$ cat src/hdl/ezyx_pkg.sv
`timescale 1ns / 1ps
// ----------------------------------------------------------------------------
// ezyx_pkg: shared types and constants for the Euler ZYX transform core
// CORDIC constants in Q30, angle table and the per-cell data word.
// ----------------------------------------------------------------------------
package ezyx_pkg;

  localparam int AngleBits  = 16;
  localparam int TrigStages = 16;
  localparam int TabLen     = 24;
  localparam int FracInt    = 30;
  localparam int AngShift   = FracInt - (AngleBits - 3);

  // CORDIC datapath width: angles up to 4 rad in Q30 plus growth
  localparam int CW = 35;

  localparam logic signed [CW-1:0] GainQ30   = 35'sd652032874;
  localparam logic signed [CW-1:0] HalfPiQ30 = 35'sd1686629713;
  localparam logic signed [CW-1:0] PiQ30     = 35'sd3373259426;

  // truncated atan(2^-i) in Q30
  function automatic logic signed [CW-1:0] atan_q30(input int i);
    logic [31:0] v;
    begin
      unique case (i)
        0:  v = 32'h3243F6A8;  1:  v = 32'h1DAC6705;  2:  v = 32'h0FADBAFC;
        3:  v = 32'h07F56EA6;  4:  v = 32'h03FEAB76;  5:  v = 32'h01FFD55B;
        6:  v = 32'h00FFFAAA;  7:  v = 32'h007FFF55;  8:  v = 32'h003FFFEA;
        9:  v = 32'h001FFFFD;  10: v = 32'h000FFFFF;  11: v = 32'h0007FFFF;
        12: v = 32'h0003FFFF;  13: v = 32'h0001FFFF;  14: v = 32'h0000FFFF;
        15: v = 32'h00007FFF;  16: v = 32'h00003FFF;  17: v = 32'h00001FFF;
        18: v = 32'h00000FFF;  19: v = 32'h000007FF;  20: v = 32'h000003FF;
        21: v = 32'h000001FF;  22: v = 32'h000000FF;  default: v = 32'h0000007F;
      endcase
      atan_q30 = CW'(signed'({1'b0, v}));
    end
  endfunction

  // state of one angle's CORDIC in flight
  typedef struct packed {
    logic signed [CW-1:0] x;
    logic signed [CW-1:0] y;
    logic signed [CW-1:0] z;
    logic                 flip;
  } rot_t;

  // one word in flight through the cell row
  typedef struct packed {
    logic               vld;
    rot_t [2:0]         ang;
    logic signed [31:0] dx;
    logic signed [31:0] dy;
    logic signed [31:0] dz;
  } cell_word_t;

endpackage

$ cat src/hdl/ezyx_cell.sv
`timescale 1ns / 1ps
// ----------------------------------------------------------------------------
// ezyx_cell: one CORDIC iteration for the three angles
// Shift amount and table entry fixed by the cell's place in the row.
// ----------------------------------------------------------------------------
module ezyx_cell (
  input  logic                 clk,
  input  logic                 rst_n,
  input  logic [4:0]           stage,
  input  ezyx_pkg::cell_word_t w_in,
  output ezyx_pkg::cell_word_t w_out_r
);

  logic signed [ezyx_pkg::CW-1:0] atan_v;
  ezyx_pkg::cell_word_t w_nxt;

  // stage is tied to a constant, so this folds to one table entry
  assign atan_v = ezyx_pkg::atan_q30(int'(stage));

  // micro-rotation toward zero residual angle
  always_comb begin
    w_nxt = w_in;
    w_nxt.vld = w_in.vld & rst_n;
    for (int a = 0; a < 3; a++) begin
      if (!w_in.ang[a].z[ezyx_pkg::CW-1]) begin
        w_nxt.ang[a].x = w_in.ang[a].x - (w_in.ang[a].y >>> stage);
        w_nxt.ang[a].y = w_in.ang[a].y + (w_in.ang[a].x >>> stage);
        w_nxt.ang[a].z = w_in.ang[a].z - atan_v;
      end else begin
        w_nxt.ang[a].x = w_in.ang[a].x + (w_in.ang[a].y >>> stage);
        w_nxt.ang[a].y = w_in.ang[a].y - (w_in.ang[a].x >>> stage);
        w_nxt.ang[a].z = w_in.ang[a].z + atan_v;
      end
    end
  end

  // valid bit is cleared through w_nxt while in reset
  always_ff @(posedge clk) begin
    w_out_r <= w_nxt;
  end

endmodule

$ cat config.mk
export PLATFORM = sky130hd
export DESIGN_NAME = ezyx_cell
export DESIGN_NICKNAME = d
export VERILOG_FILES = /design/src/hdl/ezyx_pkg.sv /design/src/hdl/ezyx_cell.sv
export SDC_FILE = /design/constraint.sdc
export NUM_CORES = 2
export LEC_CHECK = 0
export BUFFER_PORTS_ARGS = -buffer_cell sky130_fd_sc_hd__clkbuf_2
export CORE_MARGIN = 2
export CORE_UTILIZATION = 30
export CTS_CLUSTER_DIAMETER = 80
export DETAILED_ROUTE_END_ITERATION = 7
export HOLD_SLACK_MARGIN = 0.08
export PLACE_DENSITY_LB_ADDON = 0.1
export SLEW_MARGIN = 20
export SYNTH_ARGS = -nofsm -noshare
export SYNTH_HDL_FRONTEND = slang
export SYNTH_SLANG_ARGS = --single-unit
$ cat constraint.sdc
create_clock -name clk -period 8.05 [get_ports clk]
set_input_delay 1.61 -clock clk [delete_from_list [all_inputs] [get_ports clk]]
set_output_delay 1.61 -clock clk [all_outputs]
set_load 0.01 [all_outputs]
==> metrics.md <==
| Metric | Value |
|---|---|
| Placer Congestion | 0.941 |
| Vias | 41500 |
| Syn_area_per_cell | 8.83 sq um |
| Final worst slack | 791 ps |
| Htree depth | 2 |
| Die area | 0.142 sq mm |
| Final Util | 36.4% |
| Die H | 377 um |
| Final hold violation count | 0 |
| CTS tree | done |
| Drt first pass iters | 6 |
| Max reg flops | 415 |
| Post-Syn Nets | 5483 |
| CORE AREA | 0.138 sq mm |
| Clk pin slew, worst setup/hold paths | 60 ps |
| Grt ovf | 0 |
| Synth async-reset ratio | 0% |
| Cell internal pwr | 0.00647 W |
| Rel. slew slack | 21.3% |
| Largest area contributor in the netlist | dfxtp_1 |
| Root buf cell | clkbuf_16 |
| Avg WL per Cell | 26.4 um |
| Initial antenna violation count | 29 |
| CP Max Fanout | 46 |
| Clock Sinks | 415 |
| Switching pwr | 0.00455 W |
| Setup TNS | 0 ps |
| DRT iter0 DRCs | 3288 |
| Worst slack, placed | 161 ps |
| Worst setup EP type | register |
| Synth area leaders | dfxtp_1 20%, mux4_2 12%, ha_1 9.7% |
| Top_reg_cell synth | dfxtp_1 |
| Synth Cell Area | 0.0417 sq mm |
| Synth Instances | 4728 |
| Drt drc | 0 |
| Final Cycle Share | 90.2% |
| PortBufs | 836 |
| Effective utilization at floorplan | 30.3% |
| Count leader, synth | a21oi_1 |
| Post-synth cell types | 103 |
| Worst hold path type | primary input to register |
| Sequential element share of the synthesized area | 19.9% |
| Type of origin of the critical path | primary input |
| Max Clk Rate | 138 MHz |
| GRT Overall Usage | 26.2% |
| RSZ-0062 raised after global routing | no |
| Tot Pwr | 0.0110 W |
| Worst-margin pin slew | 1180 ps |
| Fin nets | 6302 |
| Synth top cells by count | 426 x a21oi_1, 415 x dfxtp_1, 413 x nor2_1, 357 x xnor2_1, 324 x ha_1 |
| Clk buf depth | 3 |
| # hold bufs at CTS | 0 |
| Pin count of the biggest net entering global routing | 99 |
| Top Registers | w_out_r (415) |
| Max_cap viols | 0 |
| WL final | 195000 um |
| Syn. warnings | 0 |
| Outcome | finished clean |
| Final HPWL DP | 161000 um |
| Final hold slack | 1030 ps |
| First-pass GRT wire length | 277000 um |
| Synthesis-to-finish area growth | 20.3% |
| Synthesized flop and latch total | 415 |
| Die X | 377 um |
| Number of synthesized flops with an enable pin | 0 |
| Kind of critical path | primary input to register |
| Slew Limit Fails | 0 |
| Number of global-route vias before repair | 39900 |
| Layout cells sized above 1 | 26.2% |
| Via density | 5.62 |
| Worst Path Required | 8650 ps |
| Maximum VDD drop | 0.181 mV |
| CP arrival | 7860 ps |
| Sw frac | 41.3% |
| Largest reg by FF count | w_out_r |
| Seq pwr share | 27.0% |
| Clk pwr share | 22.1% |
| Combinational share of power | 50.8% |
| Synth top area share | 19.9% |
| Min cycle time layout | 7260 ps |
| Antenna-violating nets left | 0 |
| Lkg Pwr | 22.3 nW |
| IO Count | 837 |
| Setup-failing EPs final | 0 |
| CTS resizes | 0 |
| Row count | 136 |
| CTS Buf Count | 53 |
| Setup repair bufs after CTS | 0 |
| Pwr per Cell Area | 219 mW/mm^2 |
-- placed cells by master (no fill, tap or decap), drive strengths merged, types with 97 or more instances in the layout --
| cell | n |
|---|---|
| inv | 143 |
| dfxtp | 415 |
| a21oi | 426 |
| nand2 | 301 |
| xnor2 | 357 |
| mux2i | 176 |
| mux2 | 97 |
| mux4 | 226 |
| nor2 | 413 |
| a21o | 139 |
| clkbuf | 900 |
| o21ai | 221 |
| ha | 324 |
| xor2 | 160 |
| buf | 168 |
-- worst max-delay path, cell delays in order --
cell	delay (ps)
buf_8	390
buf_12	320
inv_1	230
ha_1	310
nand2_1	70
o21ai_0	80
nand2_1	180
inv_1	90
a31oi_1	380
and3b_1	300
a21oi_1	250
mux2i_1	130
ha_1	400
nand2_1	100
a2bb2oi_1	200
a21oi_1	90
a21o_1	210
a2111oi_0	750
o31ai_1	280
o41ai_1	670
a221oi_1	260
a221o_1	340
a21oi_1	130
-- layout make-up --
type | instances | area (sq um)
tap | 1794 | 2240
sequential | 415 | 8310
clock buffer | 71 | 1440
antenna | 7 | 17.5
inverter | 136 | 522
multi-input combinational | 3944 | 31700
timing repair buffer | 997 | 5660
clock inverter | 22 | 314
fill | 14400 | 87600
-- power groups by stage --
stage / logic [W] / registers, W / clock network (W)
after floorplan: 0.00309 / 0.00333 / 0
after detailed placement: 0.00558 / 0.00303 / 0
after global placement: 0.00561 / 0.00303 / 0
after CTS: 0.00561 / 0.00299 / 0.00252
after global routing: 0.00608 / 0.00304 / 0.00260
final: 0.00560 / 0.00298 / 0.00244
-- final timing paths --
check,start,to,slack [ps],cells past startpoint
worst max-delay path,stage[0],w_out_r[343],790,23
worst min-delay path,w_in[38],w_out_r[38],1030,1
-- per-layer routing --
| layer | wire [um] | share of wire [%] | vias to the layer above | global-route usage (%) |
|---|---|---|---|---|
| met4 | 7040 | 3.6 | 32 | 8.57 |
| li1 | - | - | 19400 | - |
| met3 | 15000 | 7.7 | 330 | 5.66 |
| met5 | 195 | 0.10 | - | 0 |
| met1 | 81300 | 42 | 20100 | 33.2 |
| met2 | 91700 | 47 | 1677 | 43.8 |
-- logic make-up after synthesis --
family / count (synthesis) / share of synthesized area (%)
compound gates: 1398 / 21.9
buf+inv: 369 / 4.23
flops: 415 / 19.9
xor+xnor: 517 / 10.8
fa+ha+maj: 333 / 10.1
mux: 499 / 19.1
simple gates: 1197 / 13.9
-- stage by stage --
step	cells	area, sq um
after floorplan	4728	41700
after global placement	7286	48500
after detailed placement	7286	48500
after CTS	7379	50200
after global routing	7384	50200
final	7386	50200
Note: power is estimated with default switching activity, not from simulation.
